<file path="src/hw/rtl/utjs_pkg.sv">
package utjs_pkg;

  // DFA states of note; states 2..8 are inside a multi-byte sequence
  localparam logic [3:0] ST_ACCEPT = 4'd0;
  localparam logic [3:0] ST_REJECT = 4'd1;

  // Kind of pending output job
  localparam logic [1:0] KIND_RAW = 2'd0;
  localparam logic [1:0] KIND_ESC = 2'd1;
  localparam logic [1:0] KIND_UNI = 2'd2;

  localparam logic [7:0] CH_BSLASH = 8'h5C;
  localparam logic [7:0] CH_LOW_U  = 8'h75;

  // One decoded code point waiting to be written out as characters
  typedef struct packed {
    logic [1:0]  kind;
    logic [7:0]  chr;   // raw byte or escape letter
    logic [20:0] cp;
    logic [3:0]  cnt;   // number of characters, 1..8
  } job_t;

  // UTF-8 byte class
  function automatic logic [3:0] byte_class(input logic [7:0] b);
    logic [3:0] c;
    priority if (b < 8'd128) c = 4'd0;
    else if (b < 8'd144) c = 4'd1;
    else if (b < 8'd160) c = 4'd9;
    else if (b < 8'd192) c = 4'd7;
    else if (b < 8'd194) c = 4'd8;
    else if (b < 8'd224) c = 4'd2;
    else if (b == 8'd224) c = 4'd10;
    else if (b == 8'd237) c = 4'd4;
    else if (b < 8'd240) c = 4'd3;
    else if (b == 8'd240) c = 4'd11;
    else if (b < 8'd244) c = 4'd6;
    else if (b == 8'd244) c = 4'd5;
    else c = 4'd8;
    return c;
  endfunction

  // DFA transition table, one row of 16 nibbles per state, class 0 lowest
  function automatic logic [3:0] dfa_next(input logic [3:0] st, input logic [3:0] cls);
    logic [63:0] row;
    unique case (st)
      4'd0:    row = 64'h1111_6411_1785_3210;
      4'd2:    row = 64'h1111_1101_0111_1101;
      4'd3:    row = 64'h1111_1121_2111_1121;
      4'd4:    row = 64'h1111_1111_2111_1111;
      4'd5:    row = 64'h1111_1121_1111_1121;
      4'd6:    row = 64'h1111_1131_3111_1111;
      4'd7:    row = 64'h1111_1131_3111_1131;
      4'd8:    row = 64'h1111_1111_1111_1131;
      default: row = 64'h1111_1111_1111_1111;
    endcase
    return row[{cls, 2'b00} +: 4];
  endfunction

  // Uppercase hex digit
  function automatic logic [7:0] hex_char(input logic [3:0] v);
    return (v < 4'd10) ? (8'h30 + {4'd0, v}) : (8'h37 + {4'd0, v});
  endfunction

endpackage

</file>
<file path="src/hw/rtl/utjs_dfa.sv">
module utjs_dfa
  import utjs_pkg::*;
(
  input  logic       clk,
  input  logic       rst,
  input  logic       accept,
  input  logic [7:0] in_byte,
  input  logic       first_byte,
  output logic       job_valid,
  output job_t       job
);

  logic [3:0]  dfa_state;
  logic [20:0] cp_acc;
  logic [3:0]  dfa_state_next;
  logic [20:0] cp_acc_next;
  logic [3:0]  st_cur;
  logic [20:0] cp_cur;
  logic [3:0]  cls;
  logic [7:0]  esc;

  // Decode one byte against the held state
  always_comb begin
    st_cur = first_byte ? ST_ACCEPT : dfa_state;
    cp_cur = first_byte ? 21'd0 : cp_acc;
    cls    = byte_class(in_byte);
    if (st_cur != ST_ACCEPT) begin
      cp_acc_next = {cp_cur[14:0], in_byte[5:0]};
    end else begin
      cp_acc_next = {13'd0, (8'hFF >> cls) & in_byte};
    end
    dfa_state_next = dfa_next(st_cur, cls);
  end

  // Pick the escape letter for ASCII code points
  always_comb begin
    unique case (cp_acc_next[6:0])
      7'h07:   esc = 8'h61;
      7'h08:   esc = 8'h62;
      7'h09:   esc = 8'h74;
      7'h0A:   esc = 8'h6E;
      7'h0B:   esc = 8'h76;
      7'h0C:   esc = 8'h66;
      7'h0D:   esc = 8'h72;
      7'h5C:   esc = CH_BSLASH;
      7'h22:   esc = 8'h22;
      default: esc = 8'h00;
    endcase
  end

  // Build the output job
  always_comb begin
    job.cp  = cp_acc_next;
    job.chr = in_byte;
    if (cp_acc_next > 21'd127) begin
      job.kind = KIND_UNI;
      if (cp_acc_next > 21'hFFFFF) begin
        job.cnt = 4'd8;
      end else if (cp_acc_next > 21'hFFFF) begin
        job.cnt = 4'd7;
      end else begin
        job.cnt = 4'd6;
      end
    end else if (esc != 8'h00) begin
      job.kind = KIND_ESC;
      job.chr  = esc;
      job.cnt  = 4'd2;
    end else begin
      job.kind = KIND_RAW;
      job.cnt  = 4'd1;
    end
  end

  assign job_valid = accept && (dfa_state_next == ST_ACCEPT);

  // Advance decoder state on each transfer
  always_ff @(posedge clk) begin
    if (rst) begin
      dfa_state <= ST_ACCEPT;
      cp_acc    <= 21'd0;
    end else if (accept) begin
      dfa_state <= dfa_state_next;
      cp_acc    <= cp_acc_next;
    end
  end

endmodule

</file>
<file path="src/hw/rtl/utjs_emit.sv">
module utjs_emit
  import utjs_pkg::*;
(
  input  logic       clk,
  input  logic       rst,
  input  logic       job_valid,
  input  job_t       job_in,
  output logic       slot_free,
  output logic       m_tvalid,
  input  logic       m_tready,
  output logic [7:0] m_tdata,
  output logic       m_tlast
);

  logic       busy;
  job_t       job;
  logic [2:0] idx;
  logic       out_load;
  logic       last;
  logic [2:0] pos;
  logic [3:0] pos_full;
  logic [23:0] cp24;
  logic [3:0] nib;
  logic [7:0] chr;

  assign out_load  = busy && (!m_tvalid || m_tready);
  assign last      = ({1'b0, idx} == (job.cnt - 4'd1));
  assign slot_free = !busy || (out_load && last);

  // Select the character at the current index
  always_comb begin
    pos_full = job.cnt - 4'd1 - {1'b0, idx};
    pos      = pos_full[2:0];
    cp24     = {3'd0, job.cp};
    nib      = 4'(cp24 >> {pos, 2'b00});
    unique case (job.kind)
      KIND_UNI: begin
        if (idx == 3'd0) begin
          chr = CH_BSLASH;
        end else if (idx == 3'd1) begin
          chr = CH_LOW_U;
        end else begin
          chr = hex_char(nib);
        end
      end
      KIND_ESC: chr = (idx == 3'd0) ? CH_BSLASH : job.chr;
      default:  chr = job.chr;
    endcase
  end

  // Hold the job and step through its characters
  always_ff @(posedge clk) begin
    if (rst) begin
      busy <= 1'b0;
      idx  <= 3'd0;
    end else if (job_valid) begin
      busy <= 1'b1;
      idx  <= 3'd0;
    end else if (out_load) begin
      if (last) begin
        busy <= 1'b0;
      end
      idx <= idx + 3'd1;
    end
  end

  always_ff @(posedge clk) begin
    if (job_valid) begin
      job <= job_in;
    end
  end

  // Output register
  always_ff @(posedge clk) begin
    if (rst) begin
      m_tvalid <= 1'b0;
    end else if (out_load) begin
      m_tvalid <= 1'b1;
    end else if (m_tready) begin
      m_tvalid <= 1'b0;
    end
  end

  always_ff @(posedge clk) begin
    if (out_load) begin
      m_tdata <= chr;
      m_tlast <= last;
    end
  end

endmodule

</file>
<file path="src/hw/rtl/utf8_to_json_escaped_chars_top.sv">
// Channel | Signals                         | Payload
// in      | s_tvalid s_tready s_tdata s_tuser | tdata[7:0] in_byte, tuser[0] first_byte
// out     | m_tvalid m_tready m_tdata m_tlast | tdata[7:0] out_char, tlast last_char
//
// A byte is decoded in the cycle it is taken; its characters leave one per cycle while the output
// is not stalled, passing through a job register and then an output register.
// A byte that completes a code point makes a job of 1 to 8 characters; other bytes make none.
// Reset clears the decoder to the accept state and empties both registers.
// Output stalls hold the output register; input waits only while a job is
// still being written out.
module utf8_to_json_escaped_chars_top
  import utjs_pkg::*;
(
  input  logic       clk,
  input  logic       rst,
  input  logic       s_tvalid,
  output logic       s_tready,
  input  logic [7:0] s_tdata,   // [7:0] in_byte
  input  logic       s_tuser,   // [0] first_byte
  output logic       m_tvalid,
  input  logic       m_tready,
  output logic [7:0] m_tdata,   // [7:0] out_char
  output logic       m_tlast
);

  logic accept;
  logic job_valid;
  job_t job;
  logic slot_free;

  assign s_tready = slot_free;
  assign accept   = s_tvalid && s_tready;

  utjs_dfa u_dfa (
    .clk        (clk),
    .rst        (rst),
    .accept     (accept),
    .in_byte    (s_tdata),
    .first_byte (s_tuser),
    .job_valid  (job_valid),
    .job        (job)
  );

  utjs_emit u_emit (
    .clk       (clk),
    .rst       (rst),
    .job_valid (job_valid),
    .job_in    (job),
    .slot_free (slot_free),
    .m_tvalid  (m_tvalid),
    .m_tready  (m_tready),
    .m_tdata   (m_tdata),
    .m_tlast   (m_tlast)
  );

endmodule
</file>
<file path="config.mk">
export PLATFORM = sky130hd
export DESIGN_NAME = utf8_to_json_escaped_chars_top
export DESIGN_NICKNAME = d
export VERILOG_FILES = /design/src/hw/rtl/utjs_pkg.sv /design/src/hw/rtl/utjs_dfa.sv /design/src/hw/rtl/utjs_emit.sv /design/src/hw/rtl/utf8_to_json_escaped_chars_top.sv
export SDC_FILE = /design/constraint.sdc
export NUM_CORES = 1
export LEC_CHECK = 0
export BUFFER_PORTS_ARGS = -buffer_cell sky130_fd_sc_hd__buf_2
export CORE_ASPECT_RATIO = 2
export CORE_MARGIN = 5
export CORE_UTILIZATION = 45
export CTS_CLUSTER_SIZE = 25
export DETAILED_ROUTE_END_ITERATION = 16
export PLACE_DENSITY = 0.65
export REMOVE_ABC_BUFFERS = 1
export SLEW_MARGIN = 20
export SYNTH_ARGS = -nofsm -noshare
export SYNTH_HDL_FRONTEND = slang
export SYNTH_SLANG_ARGS = --single-unit
</file>
<file path="constraint.sdc">
create_clock -name clk -period 10 [get_ports clk]
set_input_delay 0.5 -clock clk [delete_from_list [all_inputs] [get_ports clk]]
set_output_delay 0.5 -clock clk [all_outputs]
set_load 0.05 [all_outputs]
</file>
---- After elaboration in Yosys (flattened, before gate mapping) ----
Memories as Yosys holds them, arrays and structs flattened.
Index checks and enable logic that the tools add are counted.
cells by class
  add/subtract/negate cells ............... 5
  $mul .................................... 0
  div/mod/pow operators ................... 0
  order comparisons ....................... 12
  equal/unequal tests ..................... 17
  shift operators ......................... 3
  multiplexer cells ....................... 33
  bitwise gates (word level) .............. 1
  reduce and logical (&&, ||, !) cells .... 17
operators by type and width
  operator                                                                 number
  8-bit less-than comparator (second input constant)                       8
  64-bit by 7-bit variable part select with 4-bit output                   1
  7-bit one-hot mux with 9 select lines                                    1
  4-bit two-way mux                                                        15
  8-bit two-way mux                                                        6
  7-bit by 4-bit equality test with 1-bit output (second input constant)   6
  8-bit equality test (second input constant)                              4
  21-bit by 16-bit > comparator with 1-bit output (second input constant)  1
  21-bit by 20-bit > comparator with 1-bit output (second input constant)  1
  21-bit by 7-bit > comparator with 1-bit output (second input constant)   1
  21-bit two-way mux                                                       1
  21-bit by 5-bit right shift with 4-bit output                            1
  8-bit one-hot mux with 2 select lines                                    1
  15-bit two-way mux                                                       1
  6-bit by 4-bit adder with 7-bit output (first input constant)            2
  8-bit AND                                                                1
  8-bit nonzero test                                                       1
  8-bit by 4-bit right shift with 8-bit output (first input constant)      1
  7-bit by 3-bit equality test with 1-bit output (second input constant)   1
  7-bit by 6-bit equality test with 1-bit output (second input constant)   1
  7-bit equality test (second input constant)                              1
  1-bit two-way mux                                                        7
  2-bit nonzero test                                                       3
  3-bit by 4-bit equality test with 1-bit output                           1
  16 further kinds                                                         21
storage, ports and cells
  flip-flop bits (word level) ............. 68
  latch bits .............................. 0
  bits in writable memories ............... 0
  ROM bits ................................ 320
  input bits .............................. 13
  output and inout port bits .............. 11
  logic and storage cells ................. 100
  memories ................................ 1
memories
  memory            words  bits a word  rd ports  clocked after Yosys merged registers in  wr ports  line            source
  (name not given)  16     20           1         0                                        0         utjs_pkg.sv:45  unique case (st)

---- Depth between registers and ports, before layout ----
Gate-level depths: netlist of run 1.
  depth after elaboration ................. 21
  depth in mapped cells ................... 12
  mapped depth without buffers ............ 12

---- Modules after synthesis ----
From an unflattened synthesis of run 1, not the netlist that was laid out.
unflattened totals
  cells, all modules ...................... 417
  area, all modules ....................... 4120.2 um2
by module, submodules not included
  module                          times used  cells each  area an instance (um2)  sequential area each (um2)
  utjs_emit                       1           157         2227.1                  1421.4
  utjs_dfa                        1           259         1886.8                  380.4
  utf8_to_json_escaped_chars_top  1           1           6.3                     0.0

---- Worst setup path before layout of run 1 ----
No wires, ideal clock.
  path kind ............................... flip-flop to flip-flop
  from .................................... reg u_emit.job[0] (netlist bit)
  to ...................................... reg u_emit.job (netlist bit u_emit.cp24[0]), enable pin
  setup time .............................. 0.408 ns
  data arrival time ....................... 3.961 ns
  data required time ...................... 9.592 ns
  slack ................................... 5.630 ns
  stages on the path, launching flop included .. 8
  buffers on the path ..................... 2
  clock period less this slack ............ 4.370 ns
  cell sequence ........................... edfxtp_1 -> ha_1 -> buf_1 -> nand4_1 -> o21ai_0 -> and2_1 -> and4_1 -> clkbuf_1
between the ends
  cells in the longest elaborated chain, start to end .. 6
RTL lines
  what                                            line                                  source
  start: declaration                              utjs_emit.sv:16                       job_t job;
  start signal: assignment                        utjs_emit.sv:69                       job <= job_in;
  4-bit by 1-bit subtractor with 4-bit output     utjs_emit.sv:27                       assign last = ({1'b0, idx} == (job.cnt - 4'd1));
  3-bit by 4-bit equality test with 1-bit output  utjs_emit.sv:27
  1-bit logical AND                               utjs_emit.sv:28                       assign slot_free = !busy || (out_load && last);
  1-bit logical OR                                utjs_emit.sv:28
  named net s_tready                              utf8_to_json_escaped_chars_top.sv:17  output logic s_tready,
  1-bit logical AND                               utf8_to_json_escaped_chars_top.sv:32  assign accept = s_tvalid && s_tready;
  1-bit logical AND                               utjs_dfa.sv:74                        assign job_valid = accept && (dfa_state_next == ST_ACCEPT);
  named net job_valid                             utf8_to_json_escaped_chars_top.sv:27  logic job_valid;
The timed path passes the listed nets, and every way through them passes these cells.
A chain may end at the register's enable or synchronous reset.

==> results of run 1 <==
cell families (layout without fill, tap and decap cells):
kind of cell / Yosys count / after routing / synth area share [%]
flip-flops: 68 / 68 / 45.7
AO/OA/AOI/OAI: 97 / 97 / 16.5
multiplexers: 10 / 10 / 3.81
AND/OR/NAND/NOR: 176 / 176 / 24.5
adder cells (fa/ha/maj): 10 / 10 / 3.37
XOR/XNOR: 7 / 7 / 1.56
buffers and inverters: 42 / 60 / 4.57
final timing paths:
check / startpoint / endpoint / slack, ns / depth (start not counted)
hold reg to reg: u_dfa.cp_acc[7]$_SDFFE_PP0P_ / u_dfa.cp_acc[7]$_SDFFE_PP0P_ / 0.45 / 2
setup reg to reg: u_dfa.dfa_state[3]$_SDFFE_PP0P_ / u_emit.job[26]$_DFFE_PP_ / 6.63 / 9
setup / recovery: u_dfa.dfa_state[3]$_SDFFE_PP0P_ / u_emit.job[26]$_DFFE_PP_ / 6.63 / 9
hold / removal: u_dfa.cp_acc[7]$_SDFFE_PP0P_ / u_dfa.cp_acc[7]$_SDFFE_PP0P_ / 0.45 / 2
per-stage QoR:
stage	worst slack (ns)	hold slack [ns]	cells	power (uW)
2_1_floorplan	5.60	0.426	387	474
3_3_place_gp	6.56	0.440	512	520
3_5_place_dp	6.49	0.442	512	525
4_1_cts	6.62	0.448	528	866
5_1_grt	6.44	0.464	528	898
6_report	6.63	0.450	528	857
cells in the final DEF, fill, tap and decap left out, types with 3 or more instances in the layout:
| cell type | synthesis | layout |
|---|---|---|
| nand2_1 | 53 | 53 |
| edfxtp_1 | 44 | 44 |
| a21oi_1 | 34 | 34 |
| nor2_1 | 24 | 24 |
| dfxtp_1 | 24 | 24 |
| buf_2 | 5 | 23 |
| and2_1 | 22 | 22 |
| inv_1 | 18 | 18 |
| o21ai_0 | 15 | 15 |
| nand2b_1 | 13 | 13 |
| nor3_1 | 11 | 11 |
| ha_1 | 9 | 9 |
| clkbuf_16 | 0 | 9 |
| and3_1 | 7 | 7 |
| nand3_1 | 6 | 6 |
| mux2i_1 | 6 | 6 |
| nor2b_1 | 6 | 5 |
| nor4_1 | 5 | 5 |
| a211oi_1 | 5 | 5 |
| o211ai_1 | 5 | 5 |
| a31oi_1 | 5 | 5 |
| xnor2_1 | 4 | 4 |
| mux4_2 | 4 | 4 |
| or2_2 | 3 | 3 |
| and3b_1 | 3 | 3 |
| or3_1 | 3 | 3 |
| xor2_1 | 3 | 3 |
| a21o_1 | 3 | 3 |
layout make-up:
| type | count | area, sq um |
|---|---|---|
| fill | 777 | 4180 |
| multi-input combinational | 300 | 1960 |
| sequential | 68 | 1800 |
| clock buffer | 9 | 225 |
| timing repair buffer | 25 | 130 |
| tap | 100 | 125 |
| clock inverter | 7 | 98.8 |
| inverter | 19 | 71.3 |
power by group:
part	leakage (uW)	total, uW	switching (uW)	internal, uW
clock network	0.000156	339	120	219
registers	0.000604	336	10.1	326
logic	0.000920	182	117	65.4
total	0.00168	857	247	610
cell usage after synthesis (6+ instances only):
cell type / n / area, sq um
nand2_1: 53 / 199
o21ai_0: 15 / 75.1
nor3_1: 11 / 55.1
nand3_1: 6 / 30.0
and3_1: 7 / 43.8
nand2b_1: 13 / 81.3
a21oi_1: 34 / 170
nor2b_1: 6 / 37.5
clkbuf_1: 13 / 48.8
inv_1: 18 / 67.6
nor2_1: 24 / 90.1
mux2i_1: 6 / 60.1
ha_1: 9 / 113
dfxtp_1: 24 / 480
and2_1: 22 / 138
edfxtp_1: 44 / 1320
registers in the layout, summed over array words and instances, names as in the netlist:
name and count:
u_dfa.cp_acc 15, u_dfa.dfa_state 4, u_emit.busy 1, u_emit.cp24 21
u_emit.idx 3, u_emit.job 14, u_emit.m_tdata 8, u_emit.m_tlast 1
u_emit.m_tvalid 1
routing by layer:
metal | share of wire (%) | GRT usage, % | wire (microns)
met1 | 35 | 15.9 | 3070
met3 | 2.5 | 2.79 | 223
met4 | 4.1 | 10.4 | 364
met2 | 59 | 33.1 | 5210
met5 | 0 | 0 | 0
critical path, stage by stage, from the launching register on:
cell,delay (ns)
dfxtp_1,0.39
nor4_4,0.37
nor2_2,0.24
and2_1,0.25
or4_4,0.55
nor3_4,0.35
inv_2,0.11
or4_1,0.52
nor3_1,0.21
a221oi_1,0.08
==> flow_metrics.tcl, run 1 <==
set metrics [dict create \
    status "complete, no violations" \
    grt_pass1_wl_microns 14600 \
    synth_edf_count 44 \
    initial_core_util_pct 45.9 \
    numPortBuffers 23 \
    timing.final.crit_period_ns 3.37 \
    row_count 48 \
    area_growth_pct 12.0 \
    track_usage_pct 16.9 \
    io_pins 24 \
    htreeDepth 3 \
    ant_nets 0 \
    post-route-period-util_pct 33.7 \
    clkTransAtPathRegs_ns 0.06 \
    final_nets 446 \
    grt_overflow 0 \
    drc_errors 0 \
    grt_max_degree 40 \
    num_vias 3075 \
    crit_fanout 24 \
    first_pass_iters 5 \
    p_leak_uw 0.00168 \
    clock_latency_ns 0.33 \
    hold_path.class "flip-flop to flip-flop" \
    synthCells 410 \
    cp-end-kind "flip-flop" \
    placed_area_sq_mm 0.00409 \
    worst_clock_skew_ns 0.00738 \
    rsz0062_at_grt "false" \
    design.die.area_sq_mm 0.0108 \
    cp-start-kind "flip-flop" \
    routed_wl_microns 8870 \
    grt_pass1_vias 3073 \
    cts_setup_buffers 0 \
    cts.sinks 68 \
    wire_per_inst_microns 16.8 \
    max_freq_mhz 296 \
    final_hold_viol_count 0 \
    die_h_microns 142 \
    syn-cell-area_sq_mm 0.00394 \
    cp_data_required_time_ns 10.03 \
    finalSetupTns_ns 0 \
    syn_area_per_cell_sq_um 9.61 \
    synth_warnings 0 \
    worstMarginPinSlew_ns 0.882 \
    cts_hold_buf 0 \
    slew_viol_final 0 \
    relSlewSlack_pct 41.2 \
    fin_area_sq_mm 0.00441 \
    max-clock-path-buffers 2 \
    synthFlopType "edfxtp_1" \
    core_area_sq_mm 0.00859 \
    cts_tree "yes" \
    fin_util_pct 51.4 \
    synth-async-reset-ratio_pct 0 \
    drt_iter0_drc 114 \
    powerDensity_mw_per_mm2 194 \
    cts_resized 0 \
    drive_gt1_share_pct 14.7 \
    synth_cell_type_count 72 \
    final-setup-viol-count 0 \
    antenna_found_initial 0 \
    seq_area_frac_synth_pct 45.7 \
    cp.arrival_ns 3.41 \
    synth-seq-cells 68 \
    path_class "flip-flop to flip-flop" \
    hpwlAfterDp_microns 6810 \
    die_w_microns 76.2 \
    clock-root-buffer "clkbuf_16" \
    cts_made_buffers 9 \
    peakVddDrop_mv 0.102 \
    place.gp.congestion 0.893 \
    max_cap_violations 0 \
    diodes 0 \
    routed_via_density 5.82 \
]
Power figures use the tool's default switching activity.
==> run 2, diff against run 1 <==
--- a/config.mk
+++ b/config.mk
@@ -11,7 +11,7 @@
 export CORE_UTILIZATION = 45
 export CTS_CLUSTER_SIZE = 25
 export DETAILED_ROUTE_END_ITERATION = 16
-export PLACE_DENSITY = 0.65
+export PLACE_DENSITY = 0.67
 export REMOVE_ABC_BUFFERS = 1
 export SLEW_MARGIN = 20
 export SYNTH_ARGS = -nofsm -noshare
==> constraint.sdc (replaced) <==
create_clock -name clk -period 2.77 [get_ports clk]
set_input_delay 0.1385 -clock clk [delete_from_list [all_inputs] [get_ports clk]]
set_output_delay 0.1385 -clock clk [all_outputs]
set_load 0.05 [all_outputs]
==> run 2 against run 1 <==
- the flow now finishes with violations (negative setup slack)
- combinational power rose to 5.2 times the previous value
- maximum frequency up 20%
- register-to-register slack worse by 6.7 ns
- utilization up 6.8 points
- worst hold slack worse by 0.33 ns
- wire length up 14%
- clock power rose to 3.5 times the previous value
- non-clock buffer count up 54
- critical path type unchanged
- critical endpoint unchanged
- largest power group is now registers
==> flow_metrics.tcl, run 2 (synthesized netlist as in run 1, its figures left out) <==
set metrics [dict create \
    status "finished with violations" \
    failed_checks "negative setup slack" \
    powerDensity_mw_per_mm2 664 \
    routed_via_density 5.74 \
    ant_nets 0 \
    grt_pass1_vias 3434 \
    wire_per_inst_microns 17.4 \
    crit_end "u_emit.job[26]$_DFFE_PP_" \
    placed_area_sq_mm 0.00447 \
    io_pins 24 \
    rr_startpoint "u_dfa.dfa_state[3]$_SDFFE_PP0P_" \
    drive_gt1_share_pct 30.2 \
    rsz0062_at_grt "true" \
    final_cell_mix "54 x buf_4, 52 x nand2_1, 44 x edfxtp_1" \
    num_vias 3349 \
    die_h_microns 142 \
    routed_wl_microns 10100 \
    path_class "flip-flop to flip-flop" \
    row_count 48 \
    clock_latency_ns 0.33 \
    final-setup-viol-count 2 \
    numPortBuffers 23 \
    grt_max_degree 40 \
    largest_register_ffs 21 \
    core_area_sq_mm 0.00859 \
    final_hold_viol_count 0 \
    fin_util_pct 58.1 \
    worstMarginPinSlew_ns 0.671 \
    final_nets 501 \
    peakVddDrop_mv 0.357 \
    timing.final.crit_period_ns 2.80 \
    clock-root-buffer "clkbuf_16" \
    fin_area_sq_mm 0.00499 \
    cp-start-kind "flip-flop" \
    cts.sinks 68 \
    slew_viol_final 0 \
    cp.arrival_ns 2.87 \
    htreeDepth 3 \
    relSlewSlack_pct 54.9 \
    p_leak_uw 0.00197 \
    initial_core_util_pct 45.9 \
    grt_overflow 0 \
    hpwlAfterDp_microns 7470 \
    antenna_found_initial 0 \
    track_usage_pct 19.0 \
    r2r_cells 10 \
    cts_hold_buf 0 \
    layout_setup_ws_ns -0.0333 \
    startpoint "u_dfa.dfa_state[3]$_SDFFE_PP0P_" \
    cts_made_buffers 9 \
    reg2reg_slack_ns -0.03 \
    stdcell_count 583 \
    max-clock-path-buffers 2 \
    p_switching_uw 1010 \
    hold_path.class "input port to flip-flop" \
    cts_tree "yes" \
    area_growth_pct 26.8 \
    min_from "m_tready" \
    drt_iter0_drc 214 \
    grt_pass1_wl_microns 16500 \
    design.die.area_sq_mm 0.0108 \
    die_w_microns 76.2 \
    p_comb_share_pct 28.4 \
    post-route-period-util_pct 101 \
    worst_clock_skew_ns 0.00504 \
    place.gp.congestion 0.933 \
    clock_power_share_pct 35.3 \
    max_cap_violations 0 \
    max_freq_mhz 357 \
    final_common_cell "buf_4" \
    diodes 0 \
    cp_data_required_time_ns 2.83 \
    sw_frac_of_total_pct 30.6 \
    intPower_uw 2300 \
    placed_cells 562 \
    seq_power_share_pct 36.4 \
    first_pass_iters 4 \
    drc_errors 0 \
    reg2reg_to "u_emit.job[26]$_DFFE_PP_" \
    crit_fanout 5 \
    cp-end-kind "flip-flop" \
    clkTransAtPathRegs_ns 0.06 \
]
[run 2: cell type report]
| cell class | instances | area [sq um] |
|---|---|---|
| Clock inverter | 7 | 82.6 |
| Fill cell | 716 | 3590 |
| Clock buffer | 9 | 225 |
| Tap cell | 100 | 125 |
| Sequential cell | 68 | 1800 |
| Timing Repair Buffer | 79 | 552 |
| Multi-Input combinational cell | 301 | 2130 |
| Inverter | 19 | 71.3 |
[run 2: metrics by stage]
stage               hold slack (ns)  total power, uW  setup slack, ns  setup TNS [ns]
floorplan                     0.208             1710            -1.63          -73.71
global placement              0.433             2020          -0.0610          -0.167
detailed placement            0.444             2040           -0.150          -0.710
CTS                           0.109             3260          -0.0132         -0.0260
global route                  0.151             3460          -0.0945          -0.358
finish                        0.117             3310          -0.0333         -0.0433
[run 2: repair_timing]
action | CTS | global route
pin swaps | 6 | 10
gates cloned | 1 | 0
resized for setup | 13 | 30
buffers inserted | 2 | 2
endpoints found under the setup margin | 9 | 72
[run 2: power by group through the flow]
stage	clock network (uW)	registers, uW	logic, uW
global placement	0	1220	794
detailed placement	0	1230	813
finish	1170	1210	940
CTS	1190	1210	862
floorplan	0	1270	444
global route	1230	1210	1020
[run 2: worst max-delay path, cell delays in order, from the launching register on]
cell      delay [ns]
dfxtp_2         0.33
nor4_4          0.25
buf_4           0.19
nor2_4          0.05
and2_4          0.15
or4_4           0.54
nor3_4          0.23
inv_2           0.05
or4_4           0.48
nor3_2          0.18
a221oi_1        0.07
[run 2: worst min path at each step]
stage,to,cells past startpoint
2_1_floorplan,u_dfa.cp_acc[10]$_SDFFE_PP0P_,1
3_3_place_gp,u_emit.m_tvalid$_SDFFE_PP0P_,4
3_5_place_dp,u_dfa.cp_acc[7]$_SDFFE_PP0P_,2
4_1_cts,u_emit.m_tvalid$_SDFFE_PP0P_,4
5_1_grt,u_emit.m_tvalid$_SDFFE_PP0P_,4
6_report,u_emit.m_tvalid$_SDFFE_PP0P_,4
[run 2: metal layers]
| layer | part of all wire (%) | track usage, % | vias up |
|---|---|---|---|
| met5 | 0 | 0 | - |
| met4 | 3.6 | 10.7 | 0 |
| met3 | 2.5 | 2.79 | 27 |
| met2 | 59 | 37.7 | 73 |
| met1 | 35 | 17.8 | 1613 |
| li1 | - | - | 1636 |
==> run 3, diff against run 2 <==
--- a/config.mk
+++ b/config.mk
@@ -5,15 +5,15 @@
 export SDC_FILE = /design/constraint.sdc
 export NUM_CORES = 1
 export LEC_CHECK = 0
+export ABC_AREA = 0
 export BUFFER_PORTS_ARGS = -buffer_cell sky130_fd_sc_hd__buf_2
-export CORE_ASPECT_RATIO = 2
 export CORE_MARGIN = 5
 export CORE_UTILIZATION = 45
 export CTS_CLUSTER_SIZE = 25
 export DETAILED_ROUTE_END_ITERATION = 16
 export PLACE_DENSITY = 0.67
 export REMOVE_ABC_BUFFERS = 1
-export SLEW_MARGIN = 20
+export SLEW_MARGIN = 25
 export SYNTH_ARGS = -nofsm -noshare
 export SYNTH_HDL_FRONTEND = slang
 export SYNTH_SLANG_ARGS = --single-unit
==> run 3 against run 2 <==
- maximum frequency rose by 0.77%
- combinational power fell by 3.6%
- via count fell by 2.5%
- final cell count rose by 0.34%
- non-clock buffer count fell by 6
- cell area fell by 3.3%
- critical path depth did not move
- sequential share of layout area rose by 1.3 points
- critical path type unchanged
- worst hold slack got worse by 0.034 ns
- count of clock-buffer cells in the layout rose by 2
- highest routed layer unchanged
- sequential power barely moved
- the run still ends with negative setup slack left
- global-route usage fell by 1.6 points
==> flow_metrics.tcl, run 3 (synthesized netlist as in run 1, its figures left out) <==
set metrics [dict create \
    die_h_microns 104 \
    reg2reg_to "u_emit.m_tdata[0]$_DFFE_PP_" \
    p_total_uw 2960 \
    rsz0062_at_grt "true" \
    worst_clock_skew_ns 0.00915 \
    num_vias 3265 \
    antenna_found_initial 0 \
    final_cell_mix "51 x nand2_1, 46 x buf_4, 44 x edfxtp_1" \
    grt_pass1_vias 3262 \
    io_pins 24 \
    path_buf_inv 2 \
    min_from "m_tready" \
    powerDensity_mw_per_mm2 614 \
    drc_errors 0 \
    row_count 34 \
    cts_tree "yes" \
    final_hold_viol_count 0 \
    final-setup-viol-count 1 \
    cts.sinks 68 \
    design.die.area_sq_mm 0.0107 \
    htreeDepth 3 \
    largest_register_ffs 21 \
    crit_path_top_delay_cell "fa_2" \
    grt_max_degree 40 \
    p_leak_uw 0.00188 \
    intPower_uw 2010 \
    max-clock-path-buffers 2 \
    ant_nets 0 \
    max_cap_violations 0 \
    cp_data_required_time_ns 2.86 \
    drt_iter0_drc 207 \
    seq_power_share_pct 40.7 \
    post-route-period-util_pct 100 \
    routed_wl_microns 9280 \
    slew_viol_final 0 \
    max_freq_mhz 359 \
    clock-root-buffer "clkbuf_8" \
    wire_per_inst_microns 15.9 \
    failed_checks "negative setup slack" \
    cp.arrival_ns 2.88 \
    sw_frac_of_total_pct 32.0 \
    peakVddDrop_mv 0.337 \
    drive_gt1_share_pct 28.9 \
    crit_family "adder cells" \
    clock_latency_ns 0.34 \
    numPortBuffers 23 \
    relSlewSlack_pct 67.0 \
    path_class "flip-flop to flip-flop" \
    reg2reg_slack_ns -0.01 \
    cp_slowest_stage_delay_ns 0.60 \
    clock_power_share_pct 28.8 \
    preCtsSetupSlack_ns -0.0863 \
    timing.final.crit_period_ns 2.78 \
    cp-start-kind "flip-flop" \
    track_usage_pct 17.3 \
    area_growth_pct 22.6 \
    cp-end-kind "flip-flop" \
    grt_overflow 0 \
    hpwlAfterDp_microns 6640 \
    die_w_microns 104 \
    p_switching_uw 950 \
    hold_path.class "input port to flip-flop" \
    hold_path_end "u_emit.m_tvalid$_SDFFE_PP0P_" \
    num-fill-cells 781 \
    rr_startpoint "u_emit.job[0]$_DFFE_PP_" \
    layout_setup_ws_ns -0.0119 \
    first_pass_iters 5 \
    initial_core_util_pct 45.6 \
    startpoint "u_emit.job[0]$_DFFE_PP_" \
    worstMarginPinSlew_ns 0.495 \
    core_area_sq_mm 0.00864 \
    hold_depth 4 \
    final_common_cell "nand2_1" \
    grt_pass1_wl_microns 15600 \
    clkTransAtPathRegs_ns 0.08 \
    crit_fanout 5 \
    r2r_cells 10 \
    p_comb_share_pct 30.5 \
    status "finished with violations" \
    routed_via_density 5.58 \
    cts_made_buffers 9 \
    cp_cell_sequence "inv_2 -> ha_4 -> fa_2 -> buf_4 -> mux4_2 -> mux2i_4 -> a21oi_4 -> xor2_1 -> nand2_1 -> a22o_1" \
    final_nets 495 \
    diodes 0 \
    place.gp.congestion 0.892 \
]
[run 3: cell count changes in the layout (fill, tap and decap cells not counted), sizes merged]
cell      previous run  this run
buf                 79        73
bufinv               1         0
clkbuf               9        11
clkinv               0         2
clkinvlp             2         1
inv                 23        21
[run 3: metal layers]
metal | part of all wire (%) | global-route usage [%] | vias to the layer above | routed length (microns)
li1 | - | - | 1620 | -
met1 | 43 | 22.3 | 1534 | 4030
met2 | 51 | 28.8 | 93 | 4700
met3 | 4.4 | 3.73 | 18 | 407
met4 | 1.5 | 5.72 | 0 | 140
met5 | 0 | 0 | - | 0
[run 3: per-stage QoR]
stage	std cells	instance area, sq um	setup TNS, ns	hold slack (ns)	util [%]
after floorplan	387	3830	-73.71	0.208	-
after global placement	560	4410	-0.118	0.435	51.0
after detailed placement	560	4410	-0.281	0.442	51.0
after CTS	581	4730	0	0.0651	54.8
after global routing	585	4830	-0.464	0.115	55.9
final	585	4830	-0.0119	0.0828	55.9
[run 3: what timing repair did]
action | in CTS | in global routing
setup buffers | 4 | 4
gates cloned | 1 | 0
setup endpoints to repair | 5 | 16
endpoints found under the hold margin | 0 | 0
pin swaps | 7 | 10
hold buffers | 0 | 0
resized for setup | 16 | 22
[run 3: worst max path at each step]
| stage | end | cells after the start |
|---|---|---|
| floorplan | u_emit.cp24[0]$_DFFE_PP_ | 8 |
| global placement | u_emit.job[25]$_DFFE_PP_ | 11 |
| detailed placement | u_emit.m_tdata[6]$_DFFE_PP_ | 10 |
| CTS | u_emit.job[26]$_DFFE_PP_ | 10 |
| global route | u_emit.m_tdata[2]$_DFFE_PP_ | 11 |
| finish | u_emit.m_tdata[0]$_DFFE_PP_ | 10 |
[run 3: tightest hold or removal path, cell delays in order]
cell     delay, ns
buf_2         0.07
nor2b_1       0.05
nor2_1        0.08
nor2_1        0.04
[run 3: final cells by class]
class                   count  area [sq um]  area share [%]
clock buffers              11           174            3.60
clock inverters             5          38.8           0.803
inverters                  19          71.3            1.48
multi-input cells         301          2090            43.3
flip-flops and latches     68          1810            37.4
well taps                 108           135            2.80
repair buffers             73           514            10.7
[run 3: power groups by stage]
stage | Clock [uW] | Combinational (uW) | Sequential, uW
after floorplan | 0 | 444 | 1270
after global placement | 0 | 743 | 1230
after detailed placement | 0 | 767 | 1230
after CTS | 872 | 827 | 1210
after global routing | 923 | 986 | 1210
final | 853 | 906 | 1210
